File: config.mk
export PLATFORM = sky130hd
export DESIGN_NAME = grv_mul
export DESIGN_NICKNAME = d
export VERILOG_FILES = /design/src/hw/rtl/grv_pkg.sv /design/src/hw/rtl/grv_mul.sv
export SDC_FILE = /design/constraint.sdc
export NUM_CORES = 2
export LEC_CHECK = 0
export BUFFER_PORTS_ARGS = -buffer_cell sky130_fd_sc_hd__buf_4
export CORE_MARGIN = 1.5
export CORE_UTILIZATION = 56
export CTS_CLUSTER_DIAMETER = 100
export DETAILED_ROUTE_END_ITERATION = 16
export PLACE_DENSITY = 0.84
export REMOVE_ABC_BUFFERS = 1
export SLEW_MARGIN = 5
export SYNTH_ARGS = -nofsm -noshare
export SYNTH_HDL_FRONTEND = slang
export SYNTH_SLANG_ARGS = --single-unit
File: constraint.sdc
create_clock -name clk -period 17 [get_ports clk]
set_input_delay 1.7 -clock clk [delete_from_list [all_inputs] [get_ports clk]]
set_output_delay 1.7 -clock clk [all_outputs]
set_load 0.05 [all_outputs]
File: src/hw/rtl/grv_pkg.sv
package grv_pkg;

  localparam int MAX_BODIES_DEF = 4;

  // Divider and root widths
  localparam int DIV_W = 48;
  localparam int DIV_CW = 6;
  localparam int RAD_W = 64;
  localparam int ROOT_W = 32;

  localparam logic [47:0] D2_MAX = 48'hFFFF_FFFF_FFFF;

  // Input actions
  localparam logic [1:0] ACT_LOAD = 2'd0;
  localparam logic [1:0] ACT_START = 2'd1;
  localparam logic [1:0] ACT_ADV = 2'd2;

  // End reasons
  localparam logic [1:0] RSN_RUN = 2'd0;
  localparam logic [1:0] RSN_CRASH = 2'd1;
  localparam logic [1:0] RSN_ESC = 2'd2;
  localparam logic [1:0] RSN_LIMIT = 2'd3;

  // Register indexes
  localparam logic [2:0] CFG_BASE_STEP = 3'd0;
  localparam logic [2:0] CFG_GAIN = 3'd1;
  localparam logic [2:0] CFG_NEAR = 3'd2;
  localparam logic [2:0] CFG_FAR = 3'd3;
  localparam logic [2:0] CFG_BOUND = 3'd4;
  localparam logic [2:0] CFG_MAX_STEPS = 3'd5;
  localparam logic [2:0] CFG_INTERVAL = 3'd6;
  localparam logic [2:0] CFG_BODY_COUNT = 3'd7;

  // Register reset values
  localparam logic [15:0] RST_BASE_STEP = 16'd655;
  localparam logic [7:0] RST_GAIN = 8'd5;
  localparam logic [31:0] RST_NEAR = 32'd32768000;
  localparam logic [31:0] RST_FAR = 32'd131072000;
  localparam logic [30:0] RST_BOUND = 31'd13107200;
  localparam logic [15:0] RST_MAX_STEPS = 16'd2000;
  localparam logic [7:0] RST_INTERVAL = 8'd10;
  localparam logic [2:0] RST_BODY_COUNT = 3'd3;

  typedef struct packed {
    logic start;
    logic [DIV_CW-1:0] iters;
  } div_req_t;

endpackage

File: src/hw/rtl/grv_mul.sv
module grv_mul (
  input  logic        clk,
  input  logic [31:0] a,
  input  logic [31:0] b,
  output logic [63:0] p_r
);
  import grv_pkg::*;

  always_ff @(posedge clk) begin
    p_r <= 64'(a) * 64'(b);
  end

endmodule

**Word level (Yosys, flattened, before mapping)**

Index checks and enable logic that the tools add are counted.

- Register bits: 64
- Output and inout bits: 64
- Logic and storage cells: 2

- Multipliers: 1

Operators by type and width:

| cell | number |
|---|---|
| multiplier 32 x 32 -> 64 bit | 1 |

**Longest topological paths before layout**

- Depth after elaboration: 1
- Depth in mapped cells: 29
- Mapped depth without buffers: 27

**Least setup slack after synthesis**

No wires, ideal clock.

- Path kind: input port to flip-flop
- From: input a[25]
- To: register p_r[62]
- Library setup time: 0.072 ns
- Arrival time: 8.381 ns
- Required time: 16.928 ns
- Path slack: 8.547 ns
- Cell stages on the path: 25
- Cells stage by stage: clkbuf_1 nand2_1 fa_1 inv_1 fa_1 inv_1 fa_1 inv_1 fa_1 fa_1 fa_1 fa_1 inv_1 fa_1 inv_1 ha_1 buf_2 nand4_1 or4_1 or3_1 a31oi_1 a31o_2 a211oi_1 o21ai_1 xor2_1

- Word-level cells in the longest chain between the ends: 1

RTL lines:

| item | line | source |
|---|---|---|
| start, declared | grv_mul.sv:3 | `input logic [31:0] a,` |
| multiplier 32 x 32 -> 64 bit | grv_mul.sv:10 | `p_r <= 64'(a) * 64'(b);` |
| end signal, assigned | grv_mul.sv:10 |  |
| end, declared | grv_mul.sv:5 | `output logic [63:0] p_r` |

No other way between the ends.

**Worst setup path after layout**

Ends and elaborated chain as after synthesis.

==> flow_summary.toml <==
[layout]
layout_common_cells = "fa_1, inv_1, and2_1, nand2_1, ha_1"
top_register = "p_r"
multiInputGateArea_um2 = 29310
synthToLayoutAreaGrowth_pct = 4.113
layout-drive-gt1-share = 0.04385
regArea_um2 = 1281
num-nets-final = 4891
final_common_cell = "fa_1"
largestRegisters = "p_r x64"
fill_cells = 5099
largest_reg_flops = 64

[die]
die_w_um = 251.8
rows = 91
io_pins = 129
core-area_um2 = 61480
die_h_um = 251.8
floorplan.initialDensity = 0.5640
die_area_um2 = 63420

[setup_path]
critPathKind = "input pin to flip-flop"
cp_max_fo = 32
startpoint = "a[25]"
endpoint_kind = "flip-flop"
cp-endpoint = "p_r[62]$_DFF_P_"
worstPathArrival_ps = 9340
required_ps = 17280
crit_path_start_kind = "input pin"

[yosys]
ys_async_sr_fraction = 0
synth-main-ff-cell = "dfxtp_1"
synth_edf_count = 0
avgSynthCellArea_um2 = 9.252
yosysSeqAreaShare = 0.03695
syn_inst = 3748
yosys_warnings = 0
ys_ff_latch = 64
yosysUniqueCellTypes = 57
synth_area_um2 = 34680

[sta]
tightest_slew_ps = 862.8
setup-tns-final_ps = 0
slew_violations = 0
max_clock_freq_ghz = 0.1104
min_period_ps = 9056
rsz0062_at_grt = "false"
slew_headroom = 0.4209
fin_crit_sh = 0.5327
setup_viol = 0
hold_viol = 0

[global_route]
antenna_found_initial = 3
grt_max_degree = 33
grt.total_usage = 0.3002
overflow = 0
grt_pass1_wl_mm = 148.1
grt_pass1_vias = 28995

[cts]
clkTransAtPathRegs_ps = 60
numCtsBuffers = 9
post_cts_resized = 0
cts_tree = "yes"
cts_root_buf = "clkbuf_16"
ctsLongestPathBuffers = 2
holdBufCountCts = 0
clock_sinks = 64
cts.htree.levels = 3
cts_setup_buffers = 0

[run_status]
status = "finished clean"

[worst_hold_path]
min-delay-start = "b[0]"
hold_path_class = "input pin to flip-flop"
min_path_cells = 2

[place]
io_buffers = 128
dp_hpwl_mm = 70.91
gp_congestion = 0.9436

[drt]
ant_nets = 0
drt_first_iter_violations = 1880
wl_mm = 89.77
vias = 25453
viasPerCell = 5.703
dr.pass1.iters = 5
wl_per_cell_um = 20.11
drc = 0

[flow_run]
drv_cap = 0
-- how the worst min path moves through the flow --
stage	end	slack, ps
floorplan	p_r[0]$_DFF_P_	1820
global placement	p_r[0]	2150
detailed placement	p_r[12]	2150
CTS	p_r[0]$_DFF_P_	1850
global route	p_r[0]$_DFF_P_	1880
finish	p_r[0]$_DFF_P_	1880
-- per-stage QoR --
step	setup slack, ps	util	instance area (µm²)	hold WS (ps)	cells
detailed placement	7661	0.5821	35790	2151	4446
finish	7944	0.5872	36100	1876	4463
global route	7720	0.5871	36100	1882	4462
CTS	8040	0.5871	36100	1854	4462
floorplan	8831	-	33840	1822	3528
global placement	7899	0.5821	35790	2152	4446
-- layer usage --
layer,up-vias,routed length [µm],GRT usage
li1,10674,-,-
met1,13092,32200,0.3672
met2,1334,44600,0.5144
met3,353,7838,0.04983
met4,0,5120,0.1531
met5,-,0,0
-- kinds of logic (layout without fill, tap and decap cells) --
family / count (synthesis) / after routing / synth area share
AOI/OAI and AO/OA: 202 / 202 / 0.04153
xor gates and xnor gates: 60 / 60 / 0.01515
adders and majority gates: 1159 / 1159 / 0.6122
buffers and inverters: 1085 / 1009 / 0.1177
DFF: 64 / 64 / 0.03695
muxes: 1 / 1 / 0.0002887
other: 0 / 1 / 0
and+or+nand+nor: 1177 / 1177 / 0.1762
-- critical path, stage by stage --
cell      delay [ps]
buf_4            390
nand2_1          160
fa_1             570
inv_1             60
fa_1             540
inv_1             60
fa_1             540
inv_1             60
fa_1             480
fa_1             560
fa_1             420
fa_1             530
inv_1             60
fa_1             470
inv_1             40
ha_1             410
nand4_1          230
or4_1            460
or3_1            360
a31oi_1          490
a31o_2           280
a211oi_1         100
o21ai_1          170
xor2_1           170
-- final cells by class --
class | instances | area share
well taps | 790 | 0.02738
clock buffers | 10 | 0.006620
repair buffers | 128 | 0.02662
flip-flops and latches | 64 | 0.03549
inverters | 865 | 0.08994
multi-input cells | 2599 | 0.8120
clock inverters | 6 | 0.001906
diodes | 1 | 0.00006931
-- cell usage after synthesis, drive strengths merged, types with 7 or more instances --
cell type / instances / area share
o21bai: 11 / 0.0025
buf: 7 / 0.00097
and2: 602 / 0.11
nand4: 23 / 0.0041
dfxtp: 64 / 0.037
a21oi: 66 / 0.0099
clkbuf: 213 / 0.023
a31oi: 12 / 0.0022
nand2: 480 / 0.052
fa: 896 / 0.52
nor2: 20 / 0.0022
inv: 865 / 0.094
o21ai: 26 / 0.0038
nor3: 7 / 0.0010
ha: 263 / 0.095
o21a: 9 / 0.0019
a21o: 40 / 0.0087
xnor2: 35 / 0.0088
nand3: 10 / 0.0014
xor2: 25 / 0.0063
and3: 14 / 0.0025
Power is left out: the tool's default activity adds up to more than one toggle a clock period on the data nets, which glitch-free logic cannot reach.
