--- src/hw/rtl/grv_pkg.sv ---
package grv_pkg;

  localparam int MAX_BODIES_DEF = 4;

  // Divider and root widths
  localparam int DIV_W = 48;
  localparam int DIV_CW = 6;
  localparam int RAD_W = 64;
  localparam int ROOT_W = 32;

  localparam logic [47:0] D2_MAX = 48'hFFFF_FFFF_FFFF;

  // Input actions
  localparam logic [1:0] ACT_LOAD = 2'd0;
  localparam logic [1:0] ACT_START = 2'd1;
  localparam logic [1:0] ACT_ADV = 2'd2;

  // End reasons
  localparam logic [1:0] RSN_RUN = 2'd0;
  localparam logic [1:0] RSN_CRASH = 2'd1;
  localparam logic [1:0] RSN_ESC = 2'd2;
  localparam logic [1:0] RSN_LIMIT = 2'd3;

  // Register indexes
  localparam logic [2:0] CFG_BASE_STEP = 3'd0;
  localparam logic [2:0] CFG_GAIN = 3'd1;
  localparam logic [2:0] CFG_NEAR = 3'd2;
  localparam logic [2:0] CFG_FAR = 3'd3;
  localparam logic [2:0] CFG_BOUND = 3'd4;
  localparam logic [2:0] CFG_MAX_STEPS = 3'd5;
  localparam logic [2:0] CFG_INTERVAL = 3'd6;
  localparam logic [2:0] CFG_BODY_COUNT = 3'd7;

  // Register reset values
  localparam logic [15:0] RST_BASE_STEP = 16'd655;
  localparam logic [7:0] RST_GAIN = 8'd5;
  localparam logic [31:0] RST_NEAR = 32'd32768000;
  localparam logic [31:0] RST_FAR = 32'd131072000;
  localparam logic [30:0] RST_BOUND = 31'd13107200;
  localparam logic [15:0] RST_MAX_STEPS = 16'd2000;
  localparam logic [7:0] RST_INTERVAL = 8'd10;
  localparam logic [2:0] RST_BODY_COUNT = 3'd3;

  typedef struct packed {
    logic start;
    logic [DIV_CW-1:0] iters;
  } div_req_t;

endpackage

--- src/hw/rtl/grv_sqrt.sv ---
module grv_sqrt (
  input  logic                       clk,
  input  logic                       rst_n,
  input  logic                       start,
  input  logic [grv_pkg::RAD_W-1:0]  rad,
  output logic                       done_r,
  output logic [grv_pkg::ROOT_W-1:0] root_r
);
  import grv_pkg::*;

  logic [RAD_W-1:0]  rad_r;
  logic [ROOT_W+2:0] rem_r;
  logic [4:0]        cnt_r;
  logic              run_r;
  logic [ROOT_W+2:0] rem_t;
  logic [ROOT_W+2:0] trial;
  logic              fit;

  // Two radicand bits a cycle, one root bit out
  assign rem_t = {rem_r[ROOT_W:0], rad_r[RAD_W-1 -: 2]};
  assign trial = {1'b0, root_r, 2'b01};
  assign fit = rem_t >= trial;

  always_ff @(posedge clk) begin
    if (!rst_n) begin
      run_r <= 1'b0;
      done_r <= 1'b0;
    end else begin
      done_r <= 1'b0;
      if (start) begin
        run_r <= 1'b1;
        cnt_r <= 5'd31;
        rad_r <= rad;
        rem_r <= '0;
        root_r <= '0;
      end else if (run_r) begin
        rem_r <= fit ? (rem_t - trial) : rem_t;
        root_r <= {root_r[ROOT_W-2:0], fit};
        rad_r <= {rad_r[RAD_W-3:0], 2'b00};
        cnt_r <= cnt_r - 1'b1;
        if (cnt_r == '0) begin
          run_r <= 1'b0;
          done_r <= 1'b1;
        end
      end
    end
  end

endmodule

--- config.mk ---
export PLATFORM = sky130hd
export DESIGN_NAME = grv_sqrt
export DESIGN_NICKNAME = d
export VERILOG_FILES = /design/src/hw/rtl/grv_pkg.sv /design/src/hw/rtl/grv_sqrt.sv
export SDC_FILE = /design/constraint.sdc
export NUM_CORES = 1
export LEC_CHECK = 0
export ABC_AREA = 1
export BUFFER_PORTS_ARGS = -buffer_cell sky130_fd_sc_hd__buf_2
export CAP_MARGIN = 40
export CORE_UTILIZATION = 41
export CTS_CLUSTER_SIZE = 40
export DETAILED_ROUTE_END_ITERATION = 8
export MAX_ROUTING_LAYER = met4
export PLACE_DENSITY = 0.71
export SYNTH_ARGS = -nofsm -noshare
export SYNTH_HDL_FRONTEND = slang
export SYNTH_SLANG_ARGS = --single-unit
--- constraint.sdc ---
create_clock -name clk -period 15.35 [get_ports clk]
set_clock_uncertainty 0.1 [all_clocks]
set_input_delay 3.8375 -clock clk [delete_from_list [all_inputs] [get_ports clk]]
set_output_delay 3.8375 -clock clk [all_outputs]
set_load 0.05 [all_outputs]
Yosys cells after proc, flatten, opt, wreduce, memory -nomap -nowiden
Index checks and enable logic that the tools add are counted.
{ "op_classes": {"reduce_logical": 4, "magnitude_cmp": 1, "multipliers": 0, "n_bitwise": 2, "n_shift": 0, "mux": 10, "eq_ne": 0, "addsub": 2, "div_mod_pow": 0} }
{ "op_table": {"columns": ["op", "count"], "rows": [
  ["64-bit 2-to-1 mux", 2],
  ["33-bit 2-to-1 mux", 2],
  ["35-bit by 34-bit >= comparator with 1-bit output", 1],
  ["33-bit subtractor", 1],
  ["32-bit 2-to-1 mux", 1],
  ["5-bit logical NOT", 1],
  ["5-bit 2-to-1 mux", 1],
  ["5-bit by 1-bit subtractor with 5-bit output (second input constant)", 1],
  ["1-bit 2-to-1 mux", 4],
  ["3-bit OR reduction", 1],
  ["1-bit NOT", 2],
  ["2-bit AND reduction", 1],
  ["2-bit nonzero test", 1]
]} }
{ "word_totals": {"out_inout_bits": 33, "mem_count": 0, "ram_bits": 0, "register_bits": 136, "wordCells": 25, "input_bits": 67, "rom_bits": 0, "latchBits": 0} }

Logic depth before layout (Yosys ltp)
{ "logic_depth": {"depth_word": 4, "mapped_depth": 16, "ltp_nobuf": 16} }

Worst setup path before layout
Ideal clock, no wire load.
{ "synth_path": {"path_kind": "input port to flip-flop", "from": "in start", "to": "reg cnt_r[0], enable pin", "path_stages": 4, "setup_ns": 0.674, "t_required_ns": 14.576, "n_path_buf": 2, "arrival_ns": 10.825, "path_slack_ns": 3.751, "path_cell_list": "clkbuf_1 -> inv_2 -> clkbuf_1 -> a21oi_1"} }
{ "synth_via": {"elab_chain_cells": 2} }
{ "synth_rtl": {"columns": ["item", "line", "text"], "rows": [
  ["start: declaration", "grv_sqrt.sv:4", "input logic start,"],
  ["2-bit nonzero test (no source line)", null, null],
  ["2-bit AND reduction (no source line)", null, null],
  ["end signal: assignment", "grv_sqrt.sv:40", "cnt_r <= cnt_r - 1'b1;"],
  ["end: declaration", "grv_sqrt.sv:13", "logic [4:0] cnt_r;"]
]} }
Every way passes these cells.
A chain may end at the register's enable or synchronous reset.

Worst setup path in the final report
{ "layout_path": {"from": "in start", "to": "reg rad_r[46], enable pin"} }
{ "layout_via": {"elab_chain_cells": 2} }
{ "layout_rtl": {"columns": ["item", "line", "text"], "rows": [
  ["2-bit nonzero test (no source line)", null, null],
  ["2-bit AND reduction (no source line)", null, null],
  ["end signal: assignment", "grv_sqrt.sv:33", "rad_r <= rad;"],
  ["end signal: assignment", "grv_sqrt.sv:39", "rad_r <= {rad_r[RAD_W-3:0], 2'b00};"],
  ["end: declaration", "grv_sqrt.sv:11", "logic [RAD_W-1:0] rad_r;"]
]} }
Every way passes these cells.

==> impl_metrics.env <==
export IMPL_status="finished, final reports clean"
export IMPL_tightest_slew_ns=0.8165
export IMPL_synth_top_area_share_pct=46.64
export IMPL_cp_data_arrival_time_ns=5.60
export IMPL_cp_end_kind="flop"
export IMPL_crit_type="input pin to flop"
export IMPL_syn_area_mm2=0.008627
export IMPL_max_cap_violations=0
export IMPL_rr_startpoint="rem_r[18]$_SDFFCE_PP0P_"
export IMPL_grt_max_degree=75
export IMPL_die_height_um=147.1
export IMPL_synth_most_common_cell="nand2_1"
export IMPL_yosys_top_cells_count="471 x nand2_1, 160 x inv_1, 134 x edfxtp_1, 126 x nor2_1, 37 x nand3_1"
export IMPL_seq_area_mm2=0.004064
export IMPL_p_per_area_mw_per_mm2=113.6
export IMPL_area_growth_pct=15.75
export IMPL_core_area_mm2=0.02043
export IMPL_syn_avg_cell_area_um2=7.655
export IMPL_grt_use_total_pct=20.58
export IMPL_rrSetupSlack_ns=12.43
export IMPL_dpl_cell_area_mm2=0.009410
export IMPL_synth_edff_count=134
export IMPL_multi_input_area_mm2=0.003770
export IMPL_num_nets_final=1327
export IMPL_critPathLaunch="start"
export IMPL_routed_wl_mm=20.38
export IMPL_ys_flop_type="edfxtp_1"
export IMPL_fin_setup_tns_ns=0
export IMPL_grt_first_pass_wirelength_mm=34.13
export IMPL_clock_latency_ns=0.43
export IMPL_diodes=0
export IMPL_dr_pass1_iters=5
export IMPL_worst_r2r_endpoint="rem_r[30]$_SDFFCE_PP0P_"
export IMPL_ant_nets=0
export IMPL_start_util_pct=42.23
export IMPL_clk_path_buf_depth=2
export IMPL_cp_required_ns=15.30
export IMPL_die_area_mm2=0.02163
export IMPL_cp_cell_sequence="buf_4, inv_2, a21oi_4, buf_4, buf_12, buf_4"
export IMPL_via_count=7047
export IMPL_portBuffers=99
export IMPL_via_per_inst=4.679
export IMPL_syn_nets=1230
export IMPL_n_fill_cell=2024
export IMPL_fin_util_pct=48.88
export IMPL_die_w_um=147.1
export IMPL_hold_path_class="flop to flop"
export IMPL_yosysTopAreaCell="edfxtp_1"
export IMPL_final_setup_viol_count=0
export IMPL_top_level_ports=100
export IMPL_place_hpwl_mm=15.03
export IMPL_syn_instance_count=1127
export IMPL_grt_overflow=0
export IMPL_holdCritStartpoint="run_r$_SDFF_PN0_"
export IMPL_grt_pass1_vias=6916
export IMPL_ys_seq_elements=136
export IMPL_crit_fanout=64
export IMPL_cts_buffers=17
export IMPL_yosysWarnings=0
export IMPL_worst_path_most_repeated_cell="buf_4"
export IMPL_clk_pin_slew_worst_paths_ns=0.06
export IMPL_rsz0062_at_grt="false"
export IMPL_r2r_cells=10
export IMPL_ys_seq_area_share_pct=47.11
export IMPL_fin_crit_ns=5.651
export IMPL_cts_tree="done"
export IMPL_drive_gt1_share_pct=14.81
export IMPL_post_cts_resized=0
export IMPL_fin_crit_sh_pct=36.81
export IMPL_rows=52
export IMPL_root_buffer="clkbuf_16"
export IMPL_post_cts_setup_buffers=0
export IMPL_final_hold_violation_count=0
export IMPL_irDropWorstVdd_v=0.00007734
export IMPL_place_congestion=0.9034
export IMPL_cpPeakStageDelay_ns=0.71
export IMPL_slowest_stage="buf_4"
export IMPL_first_iter_violations=412
export IMPL_min_to="done_r$_SDFF_PP0_"
export IMPL_maxSlewHeadroom_pct=45.56
export IMPL_crit_path_start_kind="input pin"
export IMPL_antenna_found_initial=0
export IMPL_postCtsHoldBufs=0
export IMPL_routedWlPerCell_um=13.53
export IMPL_ys_types=36
export IMPL_htreeDepth=4
export IMPL_cts_sinks=136
export IMPL_min_path_cells=2
export IMPL_drv_slew=0
export IMPL_fin_area_mm2=0.009986
export IMPL_synthTopCellsByArea="edfxtp_1 47%, nand2_1 20%, inv_1 7.0%"
export IMPL_ys_async_sr_fraction_pct=0
export IMPL_max_freq_mhz=177.0
export IMPL_post_place_ws_ns=9.218
export IMPL_finalWorstSetupSlack_ns=9.699
export IMPL_drc_errors=0
export IMPL_leakagePower_uw=0.005054
## flip-flops by register name (all words and copies together) (netlist names)
name	count
root_r	32
done_r	1
cnt_r	5
rad_r	64
run_r	1
rem_r	33
## cell families (layout without fill, tap and decap cells)
family,count (synthesis),after routing,share of synthesized area (%)
AND/OR/NAND/NOR,713,713,35.05
buffers and inverters,198,307,9.326
flip-flops,136,136,47.11
adder cells (fa/ha/maj),36,36,5.221
AO/OA/AOI/OAI,29,29,1.769
XOR/XNOR,15,15,1.523
## critical path: cells and delay by family
kind / cells / cell delay [ns]
buf+inv: 5 / 1.62
compound gates: 1 / 0.11
## per-stage QoR
step / total power (uW) / instances / hold slack, ns
5_1_grt: 1193 / 1506 / 0.4164
3_5_place_dp: 735.6 / 1475 / 0.3980
4_1_cts: 1142 / 1506 / 0.4098
2_1_floorplan: 672.7 / 1127 / 0.3219
3_3_place_gp: 727.9 / 1472 / 0.3927
6_report: 1134 / 1506 / 0.4040
## where the power goes
group          leakage, uW  switching (uW)  internal [uW]  total, uW
Combinational      0.00347             184           88.1        272
Clock             0.000267             167            240        406
Sequential         0.00131            10.7            445        456
## cell type report
cell class | count | area share, %
Tap cell | 270 | 3.383
Inverter | 170 | 6.440
Sequential cell | 136 | 40.70
Clock inverter | 13 | 1.466
Clock buffer | 18 | 4.298
Multi-Input combinational cell | 793 | 37.75
Timing Repair Buffer | 106 | 5.964
## worst max-delay path by stage
stage | end | cells past startpoint
floorplan | cnt_r[0]$_SDFFCE_PP1P_ | 4
global placement | root_r[10]$_SDFFCE_PP0P_ | 5
detailed placement | root_r[10]$_SDFFCE_PP0P_ | 6
CTS | root_r[10]$_SDFFCE_PP0P_ | 6
global route | rem_r[12]$_SDFFCE_PP0P_ | 6
finish | rad_r[46]$_DFFE_PP_ | 6
## cells in the final DEF, fill, tap and decap left out, types with 5 or more instances in the layout
| cell | count |
|---|---|
| nand4_1 | 6 |
| buf_4 | 5 |
| buf_2 | 98 |
| nand2_2 | 7 |
| nor2_2 | 18 |
| nand2_1 | 471 |
| ha_1 | 36 |
| nand3_1 | 37 |
| a21oi_1 | 21 |
| inv_2 | 9 |
| clkbuf_16 | 17 |
| edfxtp_1 | 134 |
| nand3b_1 | 28 |
| nor2_1 | 126 |
| xor2_1 | 15 |
| inv_1 | 160 |
## metal layers
metal	vias up	share of wire [%]	track usage, %
met4	0	1.3	5.258
met3	19	4.7	3.820
met1	3156	48	26.77
li1	3697	-	-
met2	175	46	33.02
met5	-	0	-
Note: power is estimated with default switching activity, not from simulation.
