<file path="config.mk">
export PLATFORM = sky130hd
export DESIGN_NAME = grv_div
export DESIGN_NICKNAME = d
export VERILOG_FILES = /design/src/hw/rtl/grv_pkg.sv /design/src/hw/rtl/grv_div.sv
export SDC_FILE = /design/constraint.sdc
export NUM_CORES = 1
export LEC_CHECK = 0
export CAP_MARGIN = 5
export CORE_ASPECT_RATIO = 0.6
export CORE_UTILIZATION = 25
export CTS_CLUSTER_DIAMETER = 100
export CTS_CLUSTER_SIZE = 14
export DETAILED_ROUTE_END_ITERATION = 10
export DONT_BUFFER_PORTS = 1
export HOLD_SLACK_MARGIN = 0.03
export PLACE_DENSITY = 0.42
export SYNTH_ARGS = -nofsm -noshare
export SYNTH_HDL_FRONTEND = slang
export SYNTH_SLANG_ARGS = --single-unit
</file>
<file path="constraint.sdc">
create_clock -name clk -period 6.75 [get_ports clk]
set_input_delay 1.0125 -clock clk [delete_from_list [all_inputs] [get_ports clk]]
set_output_delay 1.0125 -clock clk [all_outputs]
set_load 0.01 [all_outputs]
</file>
<file path="src/hw/rtl/grv_pkg.sv">
package grv_pkg;

  localparam int MAX_BODIES_DEF = 4;

  // Divider and root widths
  localparam int DIV_W = 48;
  localparam int DIV_CW = 6;
  localparam int RAD_W = 64;
  localparam int ROOT_W = 32;

  localparam logic [47:0] D2_MAX = 48'hFFFF_FFFF_FFFF;

  // Input actions
  localparam logic [1:0] ACT_LOAD = 2'd0;
  localparam logic [1:0] ACT_START = 2'd1;
  localparam logic [1:0] ACT_ADV = 2'd2;

  // End reasons
  localparam logic [1:0] RSN_RUN = 2'd0;
  localparam logic [1:0] RSN_CRASH = 2'd1;
  localparam logic [1:0] RSN_ESC = 2'd2;
  localparam logic [1:0] RSN_LIMIT = 2'd3;

  // Register indexes
  localparam logic [2:0] CFG_BASE_STEP = 3'd0;
  localparam logic [2:0] CFG_GAIN = 3'd1;
  localparam logic [2:0] CFG_NEAR = 3'd2;
  localparam logic [2:0] CFG_FAR = 3'd3;
  localparam logic [2:0] CFG_BOUND = 3'd4;
  localparam logic [2:0] CFG_MAX_STEPS = 3'd5;
  localparam logic [2:0] CFG_INTERVAL = 3'd6;
  localparam logic [2:0] CFG_BODY_COUNT = 3'd7;

  // Register reset values
  localparam logic [15:0] RST_BASE_STEP = 16'd655;
  localparam logic [7:0] RST_GAIN = 8'd5;
  localparam logic [31:0] RST_NEAR = 32'd32768000;
  localparam logic [31:0] RST_FAR = 32'd131072000;
  localparam logic [30:0] RST_BOUND = 31'd13107200;
  localparam logic [15:0] RST_MAX_STEPS = 16'd2000;
  localparam logic [7:0] RST_INTERVAL = 8'd10;
  localparam logic [2:0] RST_BODY_COUNT = 3'd3;

  typedef struct packed {
    logic start;
    logic [DIV_CW-1:0] iters;
  } div_req_t;

endpackage

</file>
<file path="src/hw/rtl/grv_div.sv">
module grv_div (
  input  logic                  clk,
  input  logic                  rst_n,
  input  grv_pkg::div_req_t     req,
  input  logic [grv_pkg::DIV_W-1:0] rem0,
  input  logic [grv_pkg::DIV_W-1:0] num,
  input  logic [grv_pkg::DIV_W-1:0] den,
  output logic                  done_r,
  output logic [grv_pkg::DIV_W-1:0] quo_r,
  output logic [grv_pkg::DIV_W-1:0] rem_r
);
  import grv_pkg::*;

  logic [DIV_W-1:0]  num_r;
  logic [DIV_W-1:0]  den_r;
  logic [DIV_CW-1:0] cnt_r;
  logic              run_r;
  logic [DIV_W:0]    rem_t;
  logic              fit;

  // One quotient bit a cycle, numerator bits shifted in from the top
  assign rem_t = {rem_r, num_r[DIV_W-1]};
  assign fit = rem_t >= {1'b0, den_r};

  always_ff @(posedge clk) begin
    if (!rst_n) begin
      run_r <= 1'b0;
      done_r <= 1'b0;
    end else begin
      done_r <= 1'b0;
      if (req.start) begin
        run_r <= 1'b1;
        cnt_r <= req.iters - 1'b1;
        rem_r <= rem0;
        num_r <= num;
        den_r <= den;
        quo_r <= '0;
      end else if (run_r) begin
        rem_r <= fit ? DIV_W'(rem_t - {1'b0, den_r}) : rem_t[DIV_W-1:0];
        quo_r <= {quo_r[DIV_W-2:0], fit};
        num_r <= {num_r[DIV_W-2:0], 1'b0};
        cnt_r <= cnt_r - 1'b1;
        if (cnt_r == '0) begin
          run_r <= 1'b0;
          done_r <= 1'b1;
        end
      end
    end
  end

endmodule

</file>
Yosys cells after proc, flatten, opt, wreduce, memory -nomap -nowiden --
Cells that the tools add are included.
Operators by class: div/mod/pow operators 0, shift operators 0, add/subtract/negate cells 3, reduce and logical (&&, ||, !) cells 5, muxes and demuxes 12, bitwise operators 2, magnitude comparators 1, equality and inequality tests 0, $mul 0
Operators by type and width (number):
- 48-bit 2-to-1 mux | 6
- 49-bit by 48-bit greater-or-equal comparator with 1-bit output | 1
- 48-bit subtractor | 1
- 6-bit 2-to-1 mux | 2
- 6-bit by 1-bit subtractor with 6-bit output (second input constant) | 2
- 6-bit logical NOT | 1
- 1-bit 2-to-1 mux | 4
- 2-bit AND reduction | 2
- 3-bit OR reduction | 1
- 1-bit inverter | 2
- 2-bit nonzero test | 1
Word-level totals: latch bits 0, register bits after elaboration 200, logic and storage cells 30, bits in writable memories 0, ROM bits 0, memories 0

Logic depth before layout (Yosys ltp) --
Gate-level depths: netlist of the first run.
depth after elaboration 4, mapped depth 15, mapped depth without buffers 14

Least setup slack after synthesis of the first run --
Ideal clock, no wire load.
kind input to register, start in req[6] (netlist bit), end reg cnt_r[0], enable pin, path slack 1.184 ns, stages 3, required time 6.227 ns, data arrival time 5.043 ns, path buffers 2, library setup time 0.523 ns, cell sequence clkbuf_1 -> clkbuf_1 -> o21a_1
On the way: word-level cells in the longest chain between the ends 2
Ends and longest elaborated chain:
- from (decl) | RTL line grv_div.sv:4 | input grv_pkg::div_req_t req,
- 2-bit nonzero test (no source line)
- 2-bit AND reduction (no source line)
- to (signal assigned) | RTL line grv_div.sv:33 | cnt_r <= req.iters - 1'b1;
- to (signal assigned) | RTL line grv_div.sv:42 | cnt_r <= cnt_r - 1'b1;
- to (decl) | RTL line grv_div.sv:16 | logic [DIV_CW-1:0] cnt_r;
No other way between the ends. A chain may end at the register's enable or synchronous reset.

Final worst setup path of the first run --
start reg rem_r[19] (netlist bit), end reg rem_r[0] (netlist bit) (data pin)
On the way: word-level cells in the longest chain between the ends 4
Ends and longest elaborated chain:
- from (decl) | RTL line grv_div.sv:10 | output logic [grv_pkg::DIV_W-1:0] rem_r
- from (signal assigned) | RTL line grv_div.sv:34 | rem_r <= rem0;
- from (signal assigned) | RTL line grv_div.sv:39 | rem_r <= fit ? DIV_W'(rem_t - {1'b0, den_r}) : rem_t[DIV_W-1:0];
- 49-bit by 48-bit greater-or-equal comparator with 1-bit output | RTL line grv_div.sv:23 | assign fit = rem_t >= {1'b0, den_r};
- 48-bit 2-to-1 mux | RTL line grv_div.sv:39
- 48-bit 2-to-1 mux | RTL line grv_div.sv:38 | end else if (run_r) begin
- 48-bit 2-to-1 mux | RTL line grv_div.sv:31 | if (req.start) begin
No other way between the ends. The select of a mux whose other input is x is not followed.

==> results of run 1 <==
[tightest hold or removal path: cells and delay by family, from the launching register on]
| family | cells | cell delay [ns] |
|---|---|---|
| flops | 1 | 0.33 |
| simple gates | 2 | 0.10 |
[layout make-up]
type	instances	area share [%]
clock buffer	18	3.462
multi-input combinational	693	38.69
timing repair buffer	4	0.3432
sequential	200	48.29
tap	579	5.844
antenna	5	0.1009
inverter	58	1.756
clock inverter	14	1.514
[cells by family (layout without fill, tap and decap cells)]
kind of cell / count (synthesis) / after routing / share of synthesized area, %
AOI/OAI and AO/OA: 256 / 256 / 14.44
xor gates and xnor gates: 46 / 46 / 3.595
adders and majority gates: 50 / 50 / 5.649
buffers and inverters: 108 / 94 / 3.896
DFF: 200 / 200 / 53.41
muxes: 59 / 59 / 5.806
other: 0 / 5 / 0
and+or+nand+nor: 282 / 282 / 13.21
[metal layers]
metal | up-vias | part of all wire, %
li1 | 3602 | -
met1 | 3777 | 51
met2 | 227 | 41
met3 | 18 | 7.5
met4 | 6 | 0.64
met5 | - | 0.12
[state kept, by name, indices dropped and copies added (netlist names)]
register  flops
cnt_r         6
done_r        1
num_r        48
rem_r        48
quo_r        48
run_r         1
den_r        48
[cells in the final DEF (no fill, tap or decap), types with 11 or more instances in the layout]
cell / instances
a21o_1: 27
a21oi_1: 126
clkbuf_16: 17
edfxtp_1: 198
ha_1: 49
inv_1: 58
mux2_2: 48
mux2i_1: 11
nand2_1: 86
nand4_1: 15
nor2_1: 26
nor2b_1: 91
nor3_1: 12
o21ai_0: 27
o21ai_1: 11
xnor2_1: 24
xor2_1: 22
[where the power goes]
part	switching [mW]	internal, mW
sequential	0.0853	1.49
clock	0.593	0.512
combinational	0.442	0.282
[final timing paths]
check	slack [ns]	start	to	cells after the start
setup / recovery	2.43	rem_r[19]$_DFFE_PP_	rem_r[0]$_DFFE_PP_	12
hold / removal	0.47	run_r$_SDFF_PN0_	done_r$_SDFF_PP0_	2
setup reg to reg	2.43	rem_r[19]$_DFFE_PP_	rem_r[0]$_DFFE_PP_	12
hold reg to reg	0.47	run_r$_SDFF_PN0_	done_r$_SDFF_PP0_	2
[metrics by stage]
stage                     cells  power [mW]  worst slack (ns)  utilization, %  instance area [µm²]
after global placement     1534       2.325             2.547           26.88                11770
after detailed placement   1534       2.324             2.382           26.88                11770
final                      1571       3.401             2.429           28.32                12400
after CTS                  1566       3.451             2.347           28.29                12380
after global routing       1567       3.584             1.945           28.29                12390
after floorplan            1001       2.142             1.184               -                11210
==> impl_metrics.env, run 1 <==
export IMPL_cts_tree="done"
export IMPL_cp_slowest_cell="nor2_2"
export IMPL_critPathTopFamily="compound AO/OA/AOI/OAI gates"
export IMPL_routed_wl_mm=33.24
export IMPL_route_detailed_drc=0
export IMPL_grt_remaining_overflow=0
export IMPL_crit_path_frequent_cell="a21oi_1"
export IMPL_max_freq_mhz=231.4
export IMPL_multiInputGateArea_um2=4796
export IMPL_grt_pass1_vias=7643
export IMPL_synth_top_cell_by_area="edfxtp_1"
export IMPL_critical_path_cell_chain="ha_1 -> a21oi_1 -> o21ai_1 -> a311oi_1 -> nand2_1 -> o211a_1 -> o21bai_1 -> a21oi_1 -> nor2_2 -> buf_4 -> mux2i_1 -> mux2_2"
export IMPL_antenna_found_initial=10
export IMPL_fin_setup_tns_ns=0
export IMPL_worst_slew_pin_slew_ns=1.063
export IMPL_die_width_um=275.3
export IMPL_rsz0062_at_grt="no"
export IMPL_cap_violations=0
export IMPL_die_area_um2=45710
export IMPL_slew_headroom_pct=29.08
export IMPL_fin_skew_ns=0.02405
export IMPL_ctsHoldBuffers=0
export IMPL_synth_top_cell_area_share_pct=53.05
export IMPL_worst_path_buf_inv=1
export IMPL_clockBufferDepth=2
export IMPL_yosysWarningCount=0
export IMPL_cp_start_kind="flop"
export IMPL_synthesis_nets=1204
export IMPL_clk_latency_ns=0.47
export IMPL_max_stage_delay_ns=0.84
export IMPL_grt_max_degree=207
export IMPL_use_met1_pct=22.25
export IMPL_p_leak_nw=4.512
export IMPL_ys_seq_elements=200
export IMPL_clkSinkCount=200
export IMPL_dp_hpwl_mm=23.90
export IMPL_cts_inserted_buffers=17
export IMPL_postRouteAntennaNets=0
export IMPL_hold_viol=0
export IMPL_ys_types=66
export IMPL_start_util_pct=25.60
export IMPL_clock_tree_root_cell="clkbuf_16"
export IMPL_die_h_um=166
export IMPL_synthTopCellsByCount="198 x edfxtp_1, 126 x a21oi_1, 91 x nor2b_1, 86 x nand2_1, 58 x inv_1"
export IMPL_cp_arrival_ns=4.53
export IMPL_finalMaxSlewViolations=0
export IMPL_synth_flop_cell="edfxtp_1"
export IMPL_clk_pin_slew_ns=0.09
export IMPL_status="complete, no violations"
export IMPL_htreeDepth=4
export IMPL_hold_ws_ns=0.4653
export IMPL_peakVddDrop_v=0.0001393
export IMPL_critical_path_max_fanout=21
export IMPL_synth_most_common_cell="edfxtp_1"
export IMPL_cts_resized=0
export IMPL_nNetsFinal=1177
export IMPL_post_route_period_util_pct=64.02
export IMPL_routed_via_density=4.857
export IMPL_drive_above_1_share_pct=10.23
export IMPL_routedWlPerCell_um=21.16
export IMPL_top_usage_layer="met1"
export IMPL_io_buffers=0
export IMPL_fp_coreArea_um2=43780
export IMPL_seq_area_um2=5986
export IMPL_post_route_min_period_ns=4.321
export IMPL_met2_usage_pct=19.79
export IMPL_firstDrtPassIters=7
export IMPL_worstSetupPathType="flop to flop"
export IMPL_grt_usage_pct=14.65
export IMPL_place_congestion=0.8278
export IMPL_vias=7630
export IMPL_synthTopCellsByArea="edfxtp_1 53%, a21oi_1 5.6%, ha_1 5.5%, nor2b_1 5.1%, mux2_2 4.8%"
export IMPL_async_reset_ff_share_pct=0
export IMPL_synth_edf_count=198
export IMPL_area_growth_pct=10.61
export IMPL_ys_seq_area_share_pct=53.41
export IMPL_avgSynthCellArea_um2=11.20
export IMPL_hp_class="flop to flop"
export IMPL_postCtsSetupRepairBufs=0
export IMPL_critPathCaptureType="flop"
export IMPL_drtIter0Drc=577
export IMPL_netlist_area_um2=11210
export IMPL_pin_count=250
export IMPL_num_rows=59
export IMPL_setup_viol=0
export IMPL_groute_layer_met3_usage_pct=5.090
export IMPL_fillers=4577
export IMPL_syn_inst=1001
export IMPL_worst_ep_required_time_ns=6.96
export IMPL_grt_pass1_wl_mm=50.34
export IMPL_powerDensity_nw_per_um2=274.3
Note: power is estimated with default switching activity, not from simulation.
==> inputs of run 2 (changes only) <==
- PLACE_DENSITY: 0.42 -> 0.44
- clock period: 6.75 -> 3.7 ns (I/O delays scaled with it)
==> run 2 against run 1 <==
Net effect:
- global-route usage grew 0.19 points
- die area stayed put
- register-to-register slack worse by 2.3 ns
- routed wire length up 2.2%
- largest power group unchanged
- power increased by 84%
- combinational power up 100%
- non-clock buffer count rose by 48
- largest cell class unchanged
- final area rose by 3.5%
- fmax is 19% higher
- sequential share of layout area shrank 1.6 points
==> impl_metrics.env, run 2 (synthesis results as in run 1) <==
export IMPL_status="complete, no violations"
export IMPL_final_cell_mix="198 x edfxtp_1, 125 x a21oi_1, 91 x nor2b_1, 86 x nand2_1, 56 x inv_1"
export IMPL_start_util_pct=25.60
export IMPL_die_width_um=275.3
export IMPL_pin_count=250
export IMPL_area_growth_pct=14.45
export IMPL_post_route_period_util_pct=97.84
export IMPL_grt_max_degree=207
export IMPL_r2r_end="rem_r[44]$_DFFE_PP_"
export IMPL_postRouteAntennaNets=0
export IMPL_combPwrFrac_pct=23.3
export IMPL_vias=7763
export IMPL_io_buffers=0
export IMPL_wl_met3_mm=2.564
export IMPL_hold_path_depth=0
export IMPL_fillers=4544
export IMPL_worst_slew_pin_slew_ns=0.9498
export IMPL_p_sw_mw=2.020
export IMPL_htreeDepth=4
export IMPL_dp_hpwl_mm=24.55
export IMPL_r2r_cells=14
export IMPL_grt_remaining_overflow=0
export IMPL_place_congestion=0.8281
export IMPL_slew_headroom_pct=36.68
export IMPL_fin_skew_ns=0.01725
export IMPL_grt_pass1_wl_mm=50.65
export IMPL_die_area_um2=45710
export IMPL_drtIter0Drc=536
export IMPL_clock_tree_root_cell="clkbuf_16"
export IMPL_hold_viol=0
export IMPL_p_leak_nw=4.750
export IMPL_die_h_um=166
export IMPL_max_freq_mhz=276.2
export IMPL_critPathCaptureType="flop"
export IMPL_worstSetupPathType="flop to flop"
export IMPL_fp_coreArea_um2=43780
export IMPL_final_common_cell="edfxtp_1"
export IMPL_worst_ep_required_time_ns=3.92
export IMPL_setup_viol=0
export IMPL_hold_path_startpoint="den[45]"
export IMPL_clkSinkCount=200
export IMPL_placed_area_um2=12110
export IMPL_powerDensity_nw_per_um2=487.4
export IMPL_final_cell_area_um2=12830
export IMPL_r2r_slack_ns=0.08
export IMPL_num_rows=59
export IMPL_cp_start_kind="flop"
export IMPL_drive_above_1_share_pct=15.18
export IMPL_netSwitchingFraction_pct=32.31
export IMPL_routed_wl_mm=33.98
export IMPL_pwr_share_clk_pct=31.1
export IMPL_dr_wl_met2_mm=14.09
export IMPL_fin_util_pct=29.30
export IMPL_post_route_min_period_ns=3.620
export IMPL_cts_inserted_buffers=17
export IMPL_route_detailed_drc=0
export IMPL_wl_met1_mm=16.90
export IMPL_grt_pass1_vias=7735
export IMPL_cts_tree="done"
export IMPL_hp_class="primary input to flop"
export IMPL_r2r_start="num_r[47]$_DFFE_PP_"
export IMPL_finalMaxSlewViolations=0
export IMPL_total_power_mw=6.252
export IMPL_cap_violations=0
export IMPL_cp_arrival_ns=3.84
export IMPL_clockBufferDepth=2
export IMPL_rsz0062_at_grt="yes"
export IMPL_antenna_found_initial=13
export IMPL_whs_endpoint="den_r[45]$_DFFE_PP_"
export IMPL_critical_path_max_fanout=3
export IMPL_p_int_mw=4.232
export IMPL_firstDrtPassIters=5
export IMPL_clk_pin_slew_ns=0.09
export IMPL_peakVddDrop_v=0.0002622
export IMPL_power_frac_seq_pct=45.6
export IMPL_grt_usage_pct=14.83
export IMPL_routed_via_density=4.801
export IMPL_clk_latency_ns=0.47
export IMPL_nNetsFinal=1225
export IMPL_highest_layer="met5"
export IMPL_routedWlPerCell_um=21.02
[run 2: what timing repair did]
item                                   CTS  global route
resized for setup                        2            11
endpoints found under the hold margin    0             0
hold buffers                             0             0
buffers inserted                         0             6
pin swaps                                0            11
cloned                                   0             0
setup endpoints to repair                1            42
[run 2: how the worst max path moves through the flow]
stage | startpoint | end | slack [ns] | cells after the start
5_1_grt | num_r[47]$_DFFE_PP_ | rem_r[44]$_DFFE_PP_ | -0.05 | 14
2_1_floorplan | req[6] | cnt_r[0]$_DFFE_PP_ | 0.13 | 3
4_1_cts | num_r[47]$_DFFE_PP_ | rem_r[44]$_DFFE_PP_ | 0.04 | 14
3_3_place_gp | num_r[47]$_DFFE_PP_ | rem_r[44]$_DFFE_PP_ | -0.10 | 14
6_report | num_r[47]$_DFFE_PP_ | rem_r[44]$_DFFE_PP_ | 0.08 | 14
3_5_place_dp | num_r[47]$_DFFE_PP_ | rem_r[44]$_DFFE_PP_ | -0.12 | 14
[run 2: critical path, stage by stage (launching register included)]
cell      delay [ns]
edfxtp_1        0.38
inv_2           0.09
ha_4            0.13
inv_2           0.04
fa_2            0.35
a21o_1          0.18
a21oi_2         0.18
o221a_4         0.22
o211ai_1        0.19
a221oi_2        0.44
a21oi_2         0.18
a311oi_2        0.39
o21bai_1        0.14
xor2_1          0.16
a221o_1         0.30
[run 2: through the flow]
| stage | worst slack [ns] | instances | setup TNS [ns] | hold WS, ns |
|---|---|---|---|---|
| floorplan | 0.1330 | 1001 | 0 | 0.4144 |
| global placement | -0.1040 | 1576 | -0.1040 | 0.4478 |
| detailed placement | -0.1151 | 1576 | -0.1151 | 0.4388 |
| CTS | 0.03808 | 1607 | 0 | 0.1482 |
| global route | -0.05140 | 1615 | -0.05140 | 0.1484 |
| finish | 0.07989 | 1617 | 0 | 0.1797 |
[run 2: power by group through the flow]
stage	Clock [mW]	Sequential [mW]	Combinational, mW
finish	1.95	2.85	1.45
global placement	0	2.90	1.43
global route	2.11	2.87	1.61
detailed placement	0	2.90	1.42
CTS	2.03	2.85	1.43
floorplan	0	2.87	1.03
[run 2: metal layers]
metal / vias to the layer above / track usage, %
li1: 3685 / -
met1: 3761 / 21.77
met2: 279 / 20.84
met3: 32 / 4.988
met4: 6 / 3.099
met5: - / 0
[run 2: layout make-up]
type / instances / area, µm² / share of cell area (%)
antenna: 4 / 10.01 / 0.07804
tap: 579 / 724.4 / 5.648
clock buffer: 17 / 425.4 / 3.317
clock inverter: 14 / 183.9 / 1.434
multi-input combinational: 693 / 4851 / 37.82
inverter: 58 / 217.7 / 1.697
sequential: 200 / 5986 / 46.67
timing repair buffer: 52 / 427.9 / 3.336
==> inputs of run 3 (changes only) <==
- BUFFER_PORTS_ARGS: not set -> -buffer_cell sky130_fd_sc_hd__buf_4
- DONT_BUFFER_PORTS: 1 -> not set
- PLACE_DENSITY: 0.44 -> 0.48
- SLEW_MARGIN: not set -> 20
==> run 3 against run 2 <==
Net effect:
- clock-buffer cell count stayed put
- worst hold slack better by 0.087 ns
- die area stayed put
- power is 3.9% higher
- critical path depth stayed put
- global-route usage is 0.073 points higher
- clock power is 2% higher
- critical path type unchanged
- first-iteration DRC count is 6.2% lower
- clock skew is 0.0013 ns higher
- routed wire length is 0.20% higher
- largest power group unchanged
==> impl_metrics.env, run 3 (synthesis results as in run 1) <==
export IMPL_clk_latency_ns=0.46
export IMPL_critPathCaptureType="flop"
export IMPL_max_freq_mhz=281.9
export IMPL_grt_remaining_overflow=0
export IMPL_fin_skew_ns=0.01854
export IMPL_final_cell_mix="264 x buf_4, 198 x edfxtp_1, 124 x a21oi_1, 91 x nor2b_1, 86 x nand2_1"
export IMPL_routedWlPerCell_um=18.56
export IMPL_cp_start_kind="flop"
export IMPL_final_common_cell="buf_4"
export IMPL_worst_ep_required_time_ns=3.92
export IMPL_critical_path_max_fanout=3
export IMPL_grt_max_degree=89
export IMPL_peakVddDrop_v=0.0002993
export IMPL_grt_pass1_wl_mm=51.96
export IMPL_start_util_pct=25.60
export IMPL_setup_slack_ns=0.1529
export IMPL_route_detailed_drc=0
export IMPL_routed_via_density=4.650
export IMPL_p_leak_nw=5.827
export IMPL_powerDensity_nw_per_um2=448.4
export IMPL_clk_pin_slew_ns=0.09
export IMPL_critical_path_cell_chain="inv_1 -> ha_1 -> inv_1 -> fa_1 -> a21o_1 -> a21oi_2 -> o221a_2 -> o211ai_1 -> a221oi_2 -> a21oi_2 -> a311oi_2 -> o21bai_1 -> xor2_1 -> a221o_1"
export IMPL_critPathTopFamily="compound AO/OA/AOI/OAI gates"
export IMPL_worst_slew_pin_slew_ns=0.6710
export IMPL_drive_above_1_share_pct=29.61
export IMPL_multiInputGateArea_um2=4816
export IMPL_grt_pass1_vias=8655
export IMPL_clkSinkCount=200
export IMPL_nNetsFinal=1444
export IMPL_cap_violations=0
export IMPL_seq_area_um2=5986
export IMPL_hold_viol=0
export IMPL_placed_area_um2=13830
export IMPL_drtIter0Drc=503
export IMPL_antenna_found_initial=6
export IMPL_routed_wl_mm=34.05
export IMPL_clockBufferDepth=2
export IMPL_dp_hpwl_mm=25.49
export IMPL_finalMaxSlewViolations=0
export IMPL_max_stage_delay_ns=0.39
export IMPL_cp_arrival_ns=3.77
export IMPL_worstSetupPathType="flop to flop"
export IMPL_fillers=4563
export IMPL_die_area_um2=45710
export IMPL_die_width_um=275.3
export IMPL_ctsHoldBuffers=0
export IMPL_fin_setup_tns_ns=0
export IMPL_num_rows=59
export IMPL_die_h_um=166
export IMPL_place_congestion=0.8487
export IMPL_post_route_min_period_ns=3.547
export IMPL_area_growth_pct=29.25
export IMPL_dp_slack_ns=0.06880
export IMPL_io_buffers=249
export IMPL_setup_viol=0
export IMPL_r2r_slack_ns=0.15
export IMPL_slew_headroom_pct=54.99
export IMPL_final_cell_area_um2=14490
export IMPL_postRouteAntennaNets=0
export IMPL_status="complete, no violations"
export IMPL_cp_slowest_cell="fa_1"
export IMPL_vias=8532
export IMPL_cts_tree="done"
export IMPL_hp_class="primary input to flop"
export IMPL_pin_count=250
export IMPL_fp_coreArea_um2=43780
export IMPL_post_route_period_util_pct=95.87
export IMPL_clock_tree_root_cell="clkbuf_16"
export IMPL_firstDrtPassIters=5
export IMPL_htreeDepth=4
export IMPL_worst_path_buf_inv=2
export IMPL_rsz0062_at_grt="no"
export IMPL_cts_inserted_buffers=17
export IMPL_grt_usage_pct=14.91
run 3: cell types whose count changed in the layout (fill, tap and decap cells not counted), moves of 2 or more:
cell	previous run	this run
buf_12	3	6
inv_1	56	58
ha_1	47	49
buf_4	49	264
inv_2	2	0
clkinv_8	8	5
inv_8	1	3
run 3: layout make-up:
class / instances / area share [%]
tap: 579 / 5.001
clock buffer: 17 / 2.937
antenna: 3 / 0.05183
timing repair buffer: 271 / 14.59
sequential: 200 / 41.32
inverter: 58 / 1.503
multi-input combinational: 693 / 33.25
clock inverter: 14 / 1.348
run 3: timing repair:
| action | CTS | global route |
|---|---|---|
| endpoints found under the setup margin | 0 | 6 |
| resized for setup | 0 | 5 |
| endpoints found under the hold margin | 0 | 0 |
| buffers inserted | 0 | 1 |
run 3: where the power goes:
part           total, mW  switching (mW)  leakage [nW]  internal (mW)
Combinational       1.70           0.948          3.62          0.748
Sequential          2.81          0.0951          1.91           2.71
Clock               1.99            1.01         0.297          0.984
Total               6.49            2.05          5.83           4.44
run 3: per-layer routing:
layer / GRT usage [%] / vias to the layer above / routed length, µm
li1: - / 4128 / -
met1: 21.76 / 4146 / 16950
met2: 21.35 / 229 / 14380
met3: 4.887 / 23 / 2371
met4: 2.762 / 6 / 309
met5: 0 / - / 40
run 3: final timing paths:
path                                           from                  end  cells past startpoint
worst min-delay path                        den[41]  den_r[41]$_DFFE_PP_                      1
worst min register to register     run_r$_SDFF_PN0_    done_r$_SDFF_PP0_                      2
worst max register to register  num_r[47]$_DFFE_PP_  rem_r[44]$_DFFE_PP_                     14
worst max-delay path            num_r[47]$_DFFE_PP_  rem_r[44]$_DFFE_PP_                     14
run 3: through the flow:
stage | cells | total power [mW] | util (%) | hold slack, ns
final | 1835 | 6.495 | 33.09 | 0.2665
after global routing | 1832 | 6.857 | 33.07 | 0.2303
after CTS | 1831 | 6.586 | 33.01 | 0.2357
after detailed placement | 1800 | 4.545 | 31.59 | 0.5121
after global placement | 1800 | 4.548 | 31.59 | 0.5046
after floorplan | 1001 | 3.900 | - | 0.4144
